===== src/sv/expression_line_tokenizer_core_assert.svh =====
// Assertion macros shared by the tokenizer modules.
`ifndef EXPRESSION_LINE_TOKENIZER_CORE_ASSERT_SVH
`define EXPRESSION_LINE_TOKENIZER_CORE_ASSERT_SVH

// Check a property on every clock edge outside reset.
`define ELT_ASSERT(lbl, prop, msg) \
  lbl: assert property (@(posedge clk) disable iff (rst) (prop)) else $error(msg);

// Check that a condition is followed by a property on the next edge.
`define ELT_ASSERT_NEXT(lbl, cond, prop, msg) \
  lbl: assert property (@(posedge clk) disable iff (rst) (cond) |=> (prop)) else $error(msg);

`endif


===== src/sv/elt_pkg.sv =====
// Shared types, constants and byte classification for the line tokenizer.
package elt_pkg;

  localparam int MAX_LINE      = 4096;
  localparam int MAX_TOKEN_LEN = 255;

  localparam int KIND_W = 4;
  localparam int POS_W  = 12;
  localparam int LEN_W  = 8;

  localparam int POS_CAP_I = ((MAX_LINE - 1) < 4095) ? (MAX_LINE - 1) : 4095;
  localparam int LEN_CAP_I = (MAX_TOKEN_LEN < 255) ? MAX_TOKEN_LEN : 255;
  localparam logic [POS_W-1:0] POS_CAP = POS_W'(POS_CAP_I);
  localparam logic [LEN_W-1:0] LEN_CAP = LEN_W'(LEN_CAP_I);

  localparam logic [LEN_W-1:0] LEN_ZERO = '0;
  localparam logic [LEN_W-1:0] LEN_ONE  = LEN_W'(1);
  localparam logic [LEN_W-1:0] LEN_TWO  = LEN_W'(2);
  localparam logic [LEN_W-1:0] LEN_THREE = LEN_W'(3);
  localparam logic [LEN_W-1:0] LEN_FOUR = LEN_W'(4);

  // Queue between the front and back parts.
  localparam int QUEUE_DEPTH = 4;
  localparam int QPTR_W      = $clog2(QUEUE_DEPTH);
  localparam int QCNT_W      = $clog2(QUEUE_DEPTH + 1);
  localparam logic [QCNT_W-1:0] QUEUE_FULL = QCNT_W'(QUEUE_DEPTH);

  localparam logic [7:0] CH_SPACE  = 8'h20;
  localparam logic [7:0] CH_TAB    = 8'h09;
  localparam logic [7:0] CH_NL     = 8'h0A;
  localparam logic [7:0] CH_PLUS   = 8'h2B;
  localparam logic [7:0] CH_SEMI   = 8'h3B;
  localparam logic [7:0] CH_COMMA  = 8'h2C;
  localparam logic [7:0] CH_EQ     = 8'h3D;
  localparam logic [7:0] CH_LPAREN = 8'h28;
  localparam logic [7:0] CH_RPAREN = 8'h29;
  localparam logic [7:0] CH_LT     = 8'h3C;
  localparam logic [7:0] CH_MINUS  = 8'h2D;
  localparam logic [7:0] CH_UNDER  = 8'h5F;
  localparam logic [7:0] CH_LC_I   = 8'h69;
  localparam logic [7:0] CH_LC_N   = 8'h6E;
  localparam logic [7:0] CH_LC_T   = 8'h74;
  localparam logic [7:0] CH_LC_C   = 8'h63;
  localparam logic [7:0] CH_LC_O   = 8'h6F;
  localparam logic [7:0] CH_LC_U   = 8'h75;

  typedef enum logic [KIND_W-1:0] {
    KIND_INT      = 4'd0,
    KIND_KW_INT   = 4'd1,
    KIND_KW_COUT  = 4'd2,
    KIND_IDENT    = 4'd3,
    KIND_EQ       = 4'd4,
    KIND_PLUS     = 4'd5,
    KIND_SEMI     = 4'd6,
    KIND_COMMA    = 4'd7,
    KIND_LPAREN   = 4'd8,
    KIND_RPAREN   = 4'd9,
    KIND_SHL      = 4'd10,
    KIND_EOL      = 4'd11,
    KIND_ERR_LT   = 4'd12,
    KIND_ERR_MINUS = 4'd13,
    KIND_ERR_ALPHA = 4'd14,
    KIND_ERR_CHAR = 4'd15
  } token_kind_t;

  typedef enum logic [2:0] {
    MODE_IDLE  = 3'd0,
    MODE_IDENT = 3'd1,
    MODE_INT   = 3'd2,
    MODE_LT    = 3'd3,
    MODE_MINUS = 3'd4,
    MODE_SKIP  = 3'd5
  } scan_mode_t;

  typedef enum logic [2:0] {
    CLS_WS,
    CLS_PUNCT,
    CLS_LT,
    CLS_MINUS,
    CLS_DIGIT,
    CLS_WORD,
    CLS_OTHER
  } char_class_t;

  typedef struct packed {
    token_kind_t       kind;
    logic [POS_W-1:0]  start;
    logic [LEN_W-1:0]  length;
  } tok_t;

  // All descriptors caused by one byte, oldest in slot 0.
  typedef struct packed {
    logic [1:0]      count;
    tok_t [2:0]      toks;
  } bundle_t;

  function automatic char_class_t classify(logic [7:0] c);
    char_class_t cls;
    if (c == CH_SPACE || c == CH_TAB || c == CH_NL) cls = CLS_WS;
    else if (c == CH_EQ || c == CH_PLUS || c == CH_SEMI || c == CH_COMMA ||
             c == CH_LPAREN || c == CH_RPAREN) cls = CLS_PUNCT;
    else if (c == CH_LT) cls = CLS_LT;
    else if (c == CH_MINUS) cls = CLS_MINUS;
    else if (c >= 8'h30 && c <= 8'h39) cls = CLS_DIGIT;
    else if ((c >= 8'h61 && c <= 8'h7A) || (c >= 8'h41 && c <= 8'h5A) ||
             c == CH_UNDER) cls = CLS_WORD;
    else cls = CLS_OTHER;
    return cls;
  endfunction

  function automatic token_kind_t punct_kind(logic [7:0] c);
    token_kind_t k;
    case (c)
      CH_EQ:     k = KIND_EQ;
      CH_PLUS:   k = KIND_PLUS;
      CH_SEMI:   k = KIND_SEMI;
      CH_COMMA:  k = KIND_COMMA;
      CH_LPAREN: k = KIND_LPAREN;
      default:   k = KIND_RPAREN;
    endcase
    return k;
  endfunction

  // Narrow the keyword candidates with the byte at position p of the token.
  function automatic logic [1:0] kw_step(logic [1:0] kw, logic [LEN_W-1:0] p,
                                         logic [7:0] c);
    logic [1:0] m;
    m = kw;
    if (!((p == LEN_ZERO && c == CH_LC_I) || (p == LEN_ONE && c == CH_LC_N) ||
          (p == LEN_TWO && c == CH_LC_T))) m[0] = 1'b0;
    if (!((p == LEN_ZERO && c == CH_LC_C) || (p == LEN_ONE && c == CH_LC_O) ||
          (p == LEN_TWO && c == CH_LC_U) || (p == LEN_THREE && c == CH_LC_T)))
      m[1] = 1'b0;
    return m;
  endfunction

  function automatic token_kind_t flush_kind(scan_mode_t mode, logic [1:0] kw,
                                             logic [LEN_W-1:0] len);
    token_kind_t k;
    if (mode == MODE_INT) k = KIND_INT;
    else if (kw[0] && len == LEN_THREE) k = KIND_KW_INT;
    else if (kw[1] && len == LEN_FOUR) k = KIND_KW_COUT;
    else k = KIND_IDENT;
    return k;
  endfunction

  function automatic logic [LEN_W-1:0] len_inc(logic [LEN_W-1:0] len);
    logic [LEN_W:0] s;
    s = {1'b0, len} + {{LEN_W{1'b0}}, 1'b1};
    return (s > {1'b0, LEN_CAP}) ? LEN_CAP : s[LEN_W-1:0];
  endfunction

endpackage


===== src/sv/elt_in_if.sv =====
// Byte channel: one source byte and its last-of-line flag.
interface elt_in_if;
  logic       valid;
  logic       ready;
  logic [7:0] char_in;
  logic       line_end;

  modport source (output valid, char_in, line_end, input ready);
  modport sink (input valid, char_in, line_end, output ready);
endinterface


===== src/sv/elt_out_if.sv =====
// Token channel: one token descriptor per item.
interface elt_out_if;
  logic                      valid;
  logic                      ready;
  logic [elt_pkg::KIND_W-1:0] token_kind;
  logic [elt_pkg::POS_W-1:0]  token_start;
  logic [elt_pkg::LEN_W-1:0]  token_length;
  logic                      run_end;

  modport source (output valid, token_kind, token_start, token_length, run_end,
                  input ready);
  modport sink (input valid, token_kind, token_start, token_length, run_end,
                output ready);
endinterface


===== src/sv/elt_front.sv =====
// Front part: scan state and per-byte classification into descriptor bundles.
module elt_front (
  input  logic             clk,
  input  logic             rst,
  elt_in_if.sink           byte_ch,
  output logic             push_valid,
  input  logic             push_ready,
  output elt_pkg::bundle_t push_data
);
  import elt_pkg::*;

  scan_mode_t        scan_mode, scan_mode_next;
  logic [POS_W-1:0]  start_pos, start_pos_next;
  logic [LEN_W-1:0]  tok_len, tok_len_next;
  logic [1:0]        kw_match, kw_match_next;
  logic [POS_W-1:0]  byte_pos, byte_pos_next;

  scan_mode_t        mid_mode;
  logic [POS_W-1:0]  mid_start;
  logic [LEN_W-1:0]  mid_len;
  logic [1:0]        mid_kw;

  logic [7:0]        c;
  char_class_t       cls;
  logic [POS_W-1:0]  pos_sat;
  logic [POS_W:0]    pos_inc;
  logic              fire;
  bundle_t           bundle;

  assign c       = byte_ch.char_in;
  assign cls     = classify(c);
  assign pos_inc = {1'b0, byte_pos} + {{POS_W{1'b0}}, 1'b1};
  assign pos_sat = (pos_inc > {1'b0, POS_CAP}) ? POS_CAP : pos_inc[POS_W-1:0];

  assign byte_ch.ready = push_ready;
  assign fire          = byte_ch.valid && push_ready;
  assign push_valid    = byte_ch.valid && (bundle.count != 2'd0);
  assign push_data     = bundle;

  // Next state: byte effect first, then the line-end reset.
  always_comb begin
    mid_mode  = scan_mode;
    mid_start = start_pos;
    mid_len   = tok_len;
    mid_kw    = kw_match;
    unique case (scan_mode)
      MODE_SKIP: ;
      MODE_LT: mid_mode = (cls == CLS_LT) ? MODE_IDLE : MODE_SKIP;
      MODE_MINUS: begin
        if (cls == CLS_DIGIT) begin
          mid_mode = MODE_INT;
          mid_len  = LEN_TWO;
        end else begin
          mid_mode = MODE_SKIP;
        end
      end
      default: begin
        unique case (cls)
          CLS_WS:    mid_mode = MODE_IDLE;
          CLS_PUNCT: mid_mode = MODE_IDLE;
          CLS_LT: begin
            mid_mode  = MODE_LT;
            mid_start = byte_pos;
          end
          CLS_MINUS: begin
            mid_mode  = MODE_MINUS;
            mid_start = byte_pos;
          end
          CLS_DIGIT: begin
            if (scan_mode == MODE_IDLE) begin
              mid_mode  = MODE_INT;
              mid_start = byte_pos;
              mid_len   = LEN_ONE;
              mid_kw    = kw_step(2'b11, LEN_ZERO, c);
            end else begin
              mid_kw  = kw_step(kw_match, tok_len, c);
              mid_len = len_inc(tok_len);
            end
          end
          CLS_WORD: begin
            if (scan_mode == MODE_IDLE) begin
              mid_mode  = MODE_IDENT;
              mid_start = byte_pos;
              mid_len   = LEN_ONE;
              mid_kw    = kw_step(2'b11, LEN_ZERO, c);
            end else if (scan_mode == MODE_IDENT) begin
              mid_kw  = kw_step(kw_match, tok_len, c);
              mid_len = len_inc(tok_len);
            end else begin
              mid_mode = MODE_SKIP;
            end
          end
          default: mid_mode = MODE_SKIP;
        endcase
      end
    endcase

    if (byte_ch.line_end) begin
      scan_mode_next = MODE_IDLE;
      start_pos_next = '0;
      tok_len_next   = LEN_ZERO;
      kw_match_next  = 2'b11;
      byte_pos_next  = '0;
    end else begin
      scan_mode_next = mid_mode;
      start_pos_next = mid_start;
      tok_len_next   = mid_len;
      kw_match_next  = mid_kw;
      byte_pos_next  = pos_sat;
    end
  end

  // Outputs: collect the descriptors this byte causes.
  always_comb begin
    bundle = '0;
    unique case (scan_mode)
      MODE_SKIP: ;
      MODE_LT: begin
        if (cls == CLS_LT) bundle.toks[0] = '{KIND_SHL, start_pos, LEN_TWO};
        else bundle.toks[0] = '{KIND_ERR_LT, start_pos, LEN_ONE};
        bundle.count = 2'd1;
      end
      MODE_MINUS: begin
        if (cls != CLS_DIGIT) begin
          bundle.toks[0] = '{KIND_ERR_MINUS, start_pos, LEN_ONE};
          bundle.count   = 2'd1;
        end
      end
      default: begin
        // Flush a pending word on whitespace or an operator.
        if ((cls == CLS_WS || cls == CLS_PUNCT || cls == CLS_LT || cls == CLS_MINUS) &&
            scan_mode != MODE_IDLE) begin
          bundle.toks[0] = '{flush_kind(scan_mode, kw_match, tok_len), start_pos, tok_len};
          bundle.count   = 2'd1;
        end
        if (cls == CLS_PUNCT) begin
          bundle.toks[bundle.count] = '{punct_kind(c), byte_pos, LEN_ONE};
          bundle.count = bundle.count + 2'd1;
        end else if (cls == CLS_WORD && scan_mode == MODE_INT) begin
          bundle.toks[0] = '{KIND_ERR_ALPHA, start_pos, len_inc(tok_len)};
          bundle.count   = 2'd1;
        end else if (cls == CLS_OTHER) begin
          bundle.toks[0] = '{KIND_ERR_CHAR, byte_pos, LEN_ONE};
          bundle.count   = 2'd1;
        end
      end
    endcase

    if (byte_ch.line_end) begin
      if (mid_mode == MODE_IDENT || mid_mode == MODE_INT) begin
        bundle.toks[bundle.count] = '{flush_kind(mid_mode, mid_kw, mid_len), mid_start,
                                      mid_len};
        bundle.count = bundle.count + 2'd1;
      end else if (mid_mode == MODE_LT) begin
        bundle.toks[bundle.count] = '{KIND_ERR_LT, mid_start, LEN_ONE};
        bundle.count = bundle.count + 2'd1;
      end else if (mid_mode == MODE_MINUS) begin
        bundle.toks[bundle.count] = '{KIND_ERR_MINUS, mid_start, LEN_ONE};
        bundle.count = bundle.count + 2'd1;
      end
      bundle.toks[bundle.count] = '{KIND_EOL, pos_sat, LEN_ZERO};
      bundle.count = bundle.count + 2'd1;
    end
  end

  always_ff @(posedge clk) begin
    if (rst) begin
      scan_mode <= MODE_IDLE;
      start_pos <= '0;
      tok_len   <= LEN_ZERO;
      kw_match  <= 2'b11;
      byte_pos  <= '0;
    end else if (fire) begin
      scan_mode <= scan_mode_next;
      start_pos <= start_pos_next;
      tok_len   <= tok_len_next;
      kw_match  <= kw_match_next;
      byte_pos  <= byte_pos_next;
    end
  end

endmodule


===== src/sv/elt_queue.sv =====
// Short bundle queue between the front and back parts.
`include "expression_line_tokenizer_core_assert.svh"

module elt_queue (
  input  logic             clk,
  input  logic             rst,
  input  logic             push_valid,
  output logic             push_ready,
  input  elt_pkg::bundle_t push_data,
  output logic             pop_valid,
  input  logic             pop_ready,
  output elt_pkg::bundle_t pop_data
);
  import elt_pkg::*;

  bundle_t            slots [QUEUE_DEPTH];
  logic [QPTR_W-1:0]  wr_ptr;
  logic [QPTR_W-1:0]  rd_ptr;
  logic [QCNT_W-1:0]  count;
  logic               push_fire;
  logic               pop_fire;

  assign push_ready = (count != QUEUE_FULL);
  assign pop_valid  = (count != '0);
  assign pop_data   = slots[rd_ptr];
  assign push_fire  = push_valid && push_ready;
  assign pop_fire   = pop_valid && pop_ready;

  always_ff @(posedge clk) begin
    if (rst) begin
      wr_ptr <= '0;
      rd_ptr <= '0;
      count  <= '0;
    end else begin
      if (push_fire) wr_ptr <= wr_ptr + 1'b1;
      if (pop_fire) rd_ptr <= rd_ptr + 1'b1;
      if (push_fire && !pop_fire) count <= count + 1'b1;
      else if (pop_fire && !push_fire) count <= count - 1'b1;
    end
  end

  always_ff @(posedge clk) begin
    if (push_fire) slots[wr_ptr] <= push_data;
  end

  `ELT_ASSERT(a_count_bound, count <= QUEUE_FULL, "queue count beyond depth")
  `ELT_ASSERT(a_no_empty_bundle, !push_valid || push_data.count != 2'd0, "empty bundle pushed")
  `ELT_ASSERT_NEXT(a_count_up, push_fire && !pop_fire, count == $past(count) + 1'b1, "count lost")

endmodule


===== src/sv/elt_back.sv =====
// Back part: unpack each bundle into one descriptor item per cycle while the token port is ready.
`include "expression_line_tokenizer_core_assert.svh"

module elt_back (
  input  logic             clk,
  input  logic             rst,
  input  logic             pop_valid,
  output logic             pop_ready,
  input  elt_pkg::bundle_t pop_data,
  elt_out_if.source        token_ch
);
  import elt_pkg::*;

  bundle_t     cur;
  logic        cur_valid;
  logic [1:0]  idx;
  logic        is_last;
  logic        out_fire;
  tok_t        tok;

  assign is_last   = (idx == cur.count - 2'd1);
  assign out_fire  = cur_valid && token_ch.ready;
  assign pop_ready = !cur_valid || (token_ch.ready && is_last);
  assign tok       = cur.toks[idx];

  assign token_ch.valid        = cur_valid;
  assign token_ch.token_kind   = tok.kind;
  assign token_ch.token_start  = tok.start;
  assign token_ch.token_length = tok.length;
  assign token_ch.run_end      = is_last;

  always_ff @(posedge clk) begin
    if (rst) begin
      cur_valid <= 1'b0;
      idx       <= 2'd0;
    end else if (pop_ready) begin
      cur_valid <= pop_valid;
      idx       <= 2'd0;
    end else if (out_fire) begin
      idx <= idx + 2'd1;
    end
  end

  always_ff @(posedge clk) begin
    if (pop_ready && pop_valid) cur <= pop_data;
  end

  `ELT_ASSERT(a_idx_in_range, !cur_valid || (idx < cur.count), "slot index past bundle")
  `ELT_ASSERT_NEXT(a_idx_step, out_fire && !is_last, cur_valid && idx == $past(idx) + 2'd1, "slot skipped")
  `ELT_ASSERT_NEXT(a_stall_hold, token_ch.valid && !token_ch.ready, token_ch.valid, "item dropped")

endmodule


===== src/sv/expression_line_tokenizer_core.sv =====
// A byte's first descriptor is held in a queue slot, then in the back bundle register.
// Throughput: one byte per cycle while each byte yields at most one descriptor
// and the token port is ready; that port sends a byte's results one descriptor per cycle.
// The four-entry bundle queue absorbs bursts of multi-result bytes; when full, bytes stall.
// Reset (rst, synchronous, active high) empties the queue and returns the scanner to idle
// at line position zero.
module expression_line_tokenizer_core (
  input  logic clk,
  input  logic rst,
  elt_in_if.sink    byte_ch,
  elt_out_if.source token_ch
);
  import elt_pkg::*;

  // Front to queue.
  logic    push_valid;
  logic    push_ready;
  bundle_t push_data;

  // Queue to back.
  logic    pop_valid;
  logic    pop_ready;
  bundle_t pop_data;

  // Front: hold the scan state, classify each byte and build the bundle of
  // descriptors it causes (none up to three). Take a byte whenever the queue
  // has a free slot; bytes with no result update the state and push nothing.
  elt_front u_front (
    .clk        (clk),
    .rst        (rst),
    .byte_ch    (byte_ch),
    .push_valid (push_valid),
    .push_ready (push_ready),
    .push_data  (push_data)
  );

  // Queue: decouple the byte side from the token side so either can stall.
  elt_queue u_queue (
    .clk        (clk),
    .rst        (rst),
    .push_valid (push_valid),
    .push_ready (push_ready),
    .push_data  (push_data),
    .pop_valid  (pop_valid),
    .pop_ready  (pop_ready),
    .pop_data   (pop_data)
  );

  // Back: hold one bundle in a register and advance through its slots, one
  // descriptor per accepted item; mark the last slot with run_end and pull
  // the next bundle in the same cycle the last slot goes out.
  elt_back u_back (
    .clk       (clk),
    .rst       (rst),
    .pop_valid (pop_valid),
    .pop_ready (pop_ready),
    .pop_data  (pop_data),
    .token_ch  (token_ch)
  );

endmodule

===== src/flat_wrapper.sv =====
// flat-port wrapper written by rule: the top's interface ports become plain ports
module expression_line_tokenizer_core_flat import elt_pkg::*;
  (clk, rst, byte_ch_valid, byte_ch_char_in, byte_ch_line_end, byte_ch_ready, token_ch_valid, token_ch_token_kind, token_ch_token_start, token_ch_token_length, token_ch_run_end, token_ch_ready);
  elt_in_if byte_ch_i ();
  elt_out_if token_ch_i ();
  input  logic clk;
  input  logic rst;
  input wire logic [$bits(byte_ch_i.valid)-1:0] byte_ch_valid;
  input wire logic [$bits(byte_ch_i.char_in)-1:0] byte_ch_char_in;
  input wire logic [$bits(byte_ch_i.line_end)-1:0] byte_ch_line_end;
  output wire logic [$bits(byte_ch_i.ready)-1:0] byte_ch_ready;
  output wire logic [$bits(token_ch_i.valid)-1:0] token_ch_valid;
  output wire logic [$bits(token_ch_i.token_kind)-1:0] token_ch_token_kind;
  output wire logic [$bits(token_ch_i.token_start)-1:0] token_ch_token_start;
  output wire logic [$bits(token_ch_i.token_length)-1:0] token_ch_token_length;
  output wire logic [$bits(token_ch_i.run_end)-1:0] token_ch_run_end;
  input wire logic [$bits(token_ch_i.ready)-1:0] token_ch_ready;
  assign byte_ch_i.valid = byte_ch_valid;
  assign byte_ch_i.char_in = byte_ch_char_in;
  assign byte_ch_i.line_end = byte_ch_line_end;
  assign byte_ch_ready = byte_ch_i.ready;
  assign token_ch_valid = token_ch_i.valid;
  assign token_ch_token_kind = token_ch_i.token_kind;
  assign token_ch_token_start = token_ch_i.token_start;
  assign token_ch_token_length = token_ch_i.token_length;
  assign token_ch_run_end = token_ch_i.run_end;
  assign token_ch_i.ready = token_ch_ready;
  expression_line_tokenizer_core u_core (.clk(clk), .rst(rst), .byte_ch(byte_ch_i), .token_ch(token_ch_i));
endmodule

===== config.mk =====
export PLATFORM = sky130hd
export DESIGN_NAME = expression_line_tokenizer_core_flat
export DESIGN_NICKNAME = d
export VERILOG_FILES = /design/src/sv/elt_pkg.sv /design/src/sv/elt_in_if.sv /design/src/sv/elt_out_if.sv /design/src/sv/elt_front.sv /design/src/sv/elt_queue.sv /design/src/sv/elt_back.sv /design/src/sv/expression_line_tokenizer_core.sv /design/src/flat_wrapper.sv
export VERILOG_INCLUDE_DIRS = /design/src /design/src/sv
export SDC_FILE = /design/constraint.sdc
export NUM_CORES = 1
export LEC_CHECK = 0
export ABC_AREA = 1
export BUFFER_PORTS_ARGS = -buffer_cell sky130_fd_sc_hd__buf_4
export CORE_AREA = 5 5 185 187
export CTS_CLUSTER_SIZE = 10
export DETAILED_ROUTE_END_ITERATION = 6
export DIE_AREA = 0 0 190 192
export HOLD_SLACK_MARGIN = 0.06
export PLACE_DENSITY = 0.79
export RECOVER_POWER = 100
export SYNTH_ARGS = -nofsm -noshare
export SYNTH_HDL_FRONTEND = slang
export SYNTH_SLANG_ARGS = --single-unit

===== constraint.sdc =====
create_clock -name clk -period 26.3 [get_ports clk]
set_input_delay 6.575 -clock clk [delete_from_list [all_inputs] [get_ports clk]]
set_output_delay 6.575 -clock clk [all_outputs]
set_load 0.03 [all_outputs]

* Word-level counts from Yosys, hierarchy flattened
Memories as Yosys holds them, arrays and structs flattened. A register that Yosys moved wholly into a read port is not among the register bits.
Index checks and enable logic that the tools add are counted.
** Storage, ports and cells
- Flip-flop bits (word level) :: 47
- Bits in writable memories :: 296
- Input port bits :: 13
- Output and inout port bits :: 27
- Logic and storage cells :: 229
- Memories kept :: 1
** Memory list
- u_core.u_queue.slots :: depth 4, width 74, rd ports 1, clocked after Yosys merged registers in 1, write ports 1, line elt_queue.sv:16 : bundle_t slots [QUEUE_DEPTH];
** Cells by class
- Add/subtract/negate cells :: 11
- Magnitude comparators :: 15
- Equal/unequal tests :: 42
- Mux-type cells :: 88
- Reduce and logical (&&, ||, !) cells :: 62
** Operators by type and width (number)
- $mux 74 :: 5
- $bwmux 72 :: 5
- $mux 24 :: 9
- $demux 24 s2 :: 3
- $mux 48 :: 2
- $eq 8x6->1 const B :: 9
- $pmux 24 s3 :: 1
- $mux 12 :: 5
- $eq 8x7->1 const B :: 7
- $bmux 24 s2 :: 1
- $mux 8 :: 6
- $mux 3 :: 12
- $pmux 8 s2 :: 2
- $mux 2 :: 15
- $logic_and 1x1->1 :: 27
- $eq 8x2->1 const B :: 3
- $pmux 12 s2 :: 1
- $mux 23 :: 1
- $mux 22 :: 1
- $pmux 4 s5 :: 1
- $logic_or 1x1->1 :: 19
- $eq 3x2->1 const B :: 6
- $eq 3x3->1 const B :: 6
- $eq 8x3->1 const B :: 2
- other kinds (32) :: 69

* Logic depth before layout (Yosys ltp)
- Word-level depth :: 43
- Gate-level depth with buffers :: 33
- Mapped depth without buffers :: 31

* Cells and area by module
A second synthesis with hierarchy kept.
** Second synthesis, totals
- Cell total of the unflattened synthesis :: 2177
- Area total of the unflattened synthesis :: 20468.4 µm²
** Modules (own cells, without submodules)
- elt_queue :: instances 1, cells an instance 784, area each 11443.5 µm², seq. area each 9068.7 µm²
- elt_front :: instances 1, cells an instance 1179, area each 5995.8 µm², seq. area each 740.7 µm²
- elt_back :: instances 1, cells an instance 214, area each 3029.2 µm², seq. area each 2282.2 µm²

* Least setup slack after synthesis
No wires, ideal clock.
- Path type :: input port to flip-flop
- Start :: in byte_ch_char_in[6]
- End :: mem u_core.u_queue.slots[0][0] (netlist bit), enable pin
- Setup time :: 0.507 ns
- Arrival :: 12.467 ns
- Required time :: 25.793 ns
- Path slack :: 13.327 ns
- Stages :: 17
- Buffers on the path :: 1
- Cell sequence :: nor2_2 nand3_1 inv_2 nand3_1 nand4_4 nand2_1 nor2_4 clkinv_1 buf_2 ha_1 o21ai_0 ha_1 o21ai_0 inv_1 nand3_2 nand2_2 nor2_1
** RTL lines
- from (decl) :: line flat_wrapper.sv:9 : input wire logic [$bits(byte_ch_i.char_in)-1:0] byte_ch_char_in;
- to (decl) :: line elt_queue.sv:16

==> results.toml <==
[status]
outcome = "complete, but fails checks"
violations = "capacitance limit, slew limit"

[synth]
async_flop_share_pct = 0
seq_area_frac_synth_pct = 61.22
ys_ff_latch = 417
synth_edf_count = 370
avgSynthCellArea_um2 = 9.809
synthDistinctLibCells = 48
ys.flop_type = "edfxtp_1"
synth_nets = 2038
syn_inst = 2007
syn_area_um2 = 19690
yosys_warnings = 0

[layout]
final_common_cell = "edfxtp_1"
n_antenna_cell = 0
mostFrequentLayoutCells = "370 x edfxtp_1, 316 x nor2_1, 305 x nand2_1"
layout-drive-gt1-share_pct = 6.293
syn_to_final_growth_pct = 8.567
instances_no_fill = 2460
final_nets = 2032

[routing]
ant_nets = 0
routed_wl_mm = 50.31
dr.pass1.iters = 6
drt_iter0_markers = 1980
wl_per_cell_um = 20.45
via_per_inst = 6.158
drcViolationCount = 0
vias = 15150

[setup_path]
crit_type = "in2reg"
cp_common_cell = "nand2_1"
cp.required_ns = 26.33
start_kind = "input pin"
crit_fanout = 74
worstSetupEndpointType = "flip-flop"
cpPeakStageDelay_ns = 3.31
worstPathCellList = "buf_4, inv_2, nand2_2, nor2_1, clkinv_1, o21ai_0, nand2_1, nand2_1, nor2_4, nand2_1, nand3_1, nand2_1, nand3_1, nand2_1, inv_1, o21ai_0, ha_1, o21ai_0, inv_1, nand3_1, nand2_1, nor2_4, clkbuf_1"
cpMaxStageDelayCell = "clkbuf_1"
crit_arrival_ns = 14.91

[clocking]
cts_hold_buf = 0
cts_tree = "done"
cts_resized = 0
htree_levels = 2
clk_path_buf_depth = 3
cts_setup_buffers = 0
clk_pin_slew_ns = 0.06
cts_sinks = 417
clk_latency_ns = 0.57
cts_buffers = 48
root_buffer = "clkbuf_16"

[min_path]
hold_path_class = "reg2reg"

[die]
die_x_um = 190
fp-row-count = 66
fp.dieArea_um2 = 36480
start_util_pct = 60.97
core_area_um2 = 32290
io_pins = 40
dieHeight_um = 192

[sta]
slew_headroom_pct = -215.7
hold_viol = 0
post-route-min-period_ns = 14.88
period_share_pct = 56.58
rsz0062_at_grt = "false"
finalSetupTns_ns = 0
max_freq_ghz = 0.06721
drv_slew = 628
skew_ns = 0.02723
layout_setup_ws_ns = 11.42
tightest_slew_ns = 4.735
setup_viol = 0

[power]
clkPwrFrac_pct = 27.2
power_leakage_uw = 0.007614
vdd_ir_drop_max_v = 0.00007506
power.density_nw_per_um2 = 99.73
power_uw = 2131
power.switching_uw = 727.9
seqPwrFrac_pct = 45.5
pwr-share-comb_pct = 27.3
power.internal_uw = 1404
swShare_pct = 34.15

[global_routing]
grt_overflow = 0
grt_util_met2_pct = 44.63
grt_pass1_vias = 14500
use_met3_pct = 3.562
grtUsageMet1_pct = 38.86
grt_pass1_wl_mm = 78.91
grtUsageTotal_pct = 27.40
grt.busiest_layer = "met2"
grt_max_degree = 108
antenna_found_initial = 0

[placed_design]
place_congestion = 0.9523
placed_cells = 2393
dp_hpwl_mm = 31.48
io_buffers = 39
dp_slack_ns = 14.38

[flow_run]
maxCapViolations = 10
==> Yosys cell counts (6+ instances only) <==
library cell	count	share of area, %
a211oi_1	11	0.42
a21oi_1	80	2.0
a22oi_1	10	0.38
a32oi_1	12	0.53
buf_1	7	0.13
buf_2	13	0.33
clkbuf_1	85	1.6
dfxtp_1	47	4.8
edfxtp_1	370	56
ha_1	17	1.1
inv_1	146	2.8
inv_2	14	0.27
nand2_1	298	5.7
nand2_2	14	0.44
nand3_1	103	2.6
nand3_2	6	0.31
nand4_1	16	0.51
nor2_1	320	6.1
nor4_1	6	0.19
o211ai_1	20	0.76
o21ai_0	212	5.4
o21ai_1	17	0.43
o21ai_2	6	0.27
o22ai_1	98	3.1
o31ai_1	26	0.99
xor2_1	9	0.40
==> power groups by stage <==
| stage | clock (uW) | combinational (uW) | sequential, uW |
|---|---|---|---|
| floorplan | 0 | 419 | 951 |
| global placement | 0 | 572 | 963 |
| detailed placement | 0 | 589 | 967 |
| CTS | 585 | 594 | 955 |
| global route | 617 | 641 | 982 |
| finish | 580 | 581 | 970 |
==> cell families (layout without fill, tap and decap cells) <==
family | after synthesis | after routing | synth area share [%]
muxes | 1 | 1 | 0.05085
and+or+nand+nor | 789 | 789 | 16.98
AOI/OAI and AO/OA | 499 | 499 | 14.70
DFF | 417 | 417 | 61.22
adders and majority gates | 18 | 18 | 1.182
buffers and inverters | 273 | 284 | 5.428
xor gates and xnor gates | 10 | 10 | 0.4449
==> flip-flops by register name, indices dropped and copies added (netlist names) <==
name                          flops
u_core.u_back.idx                 2
u_core.u_front.start_pos         12
u_core.u_front.tok_len            8
u_core.u_back.token_ch.valid      1
u_core.u_front.kw_match           2
u_core.u_queue.wr_ptr             2
u_core.u_back.cur                74
u_core.u_front.scan_mode          3
u_core.u_front.byte_pos          12
u_core.u_queue.slots            296
u_core.u_queue.count              3
u_core.u_queue.rd_ptr             2
==> final timing paths <==
check                                                 start                          end  slack [ns]  cells after the start
worst max-delay path                     byte_ch_char_in[2]  u_core.u_queue.slots[0][71]       11.42                     23
worst min-delay path             u_core.u_front.kw_match[1]   u_core.u_front.kw_match[1]        0.51                      2
worst max register to register  u_core.u_front.scan_mode[2]  u_core.u_queue.slots[0][71]       17.33                     21
worst min register to register   u_core.u_front.kw_match[1]   u_core.u_front.kw_match[1]        0.51                      2
==> layout make-up <==
cell class	count	area, um2
multi-input combinational	1317	6538
inverter	164	621.8
clock buffer	62	1264
clock inverter	5	80.08
sequential	417	12050
timing repair buffer	53	262.8
tap	442	553.0
fill	2444	10920
==> metal layers <==
layer | routed length, um | up-vias | part of all wire [%]
met5 | 0 | - | 0
met2 | 23870 | 769 | 47
met3 | 4326 | 116 | 8.6
li1 | - | 7030 | -
met4 | 1409 | 0 | 2.8
met1 | 20710 | 7234 | 41
==> metrics by stage <==
step / utilization, % / hold WS, ns / area [um2]
floorplan: - / 0.4524 / 19690
global route: 66.19 / 0.5278 / 21370
finish: 66.19 / 0.5065 / 21370
CTS: 66.83 / 0.5031 / 21580
detailed placement: 62.67 / 0.4917 / 20240
global placement: 62.67 / 0.4679 / 20240
==> worst max-delay path, delay by kind of cell <==
family                   cells  cell delay, ns
adder cells (fa/ha/maj)      1            0.30
AO/OA/AOI/OAI                3            1.20
AND/OR/NAND/NOR             13            2.95
buffers and inverters        6            3.84
No activity file was read; power rests on OpenSTA's default activity.
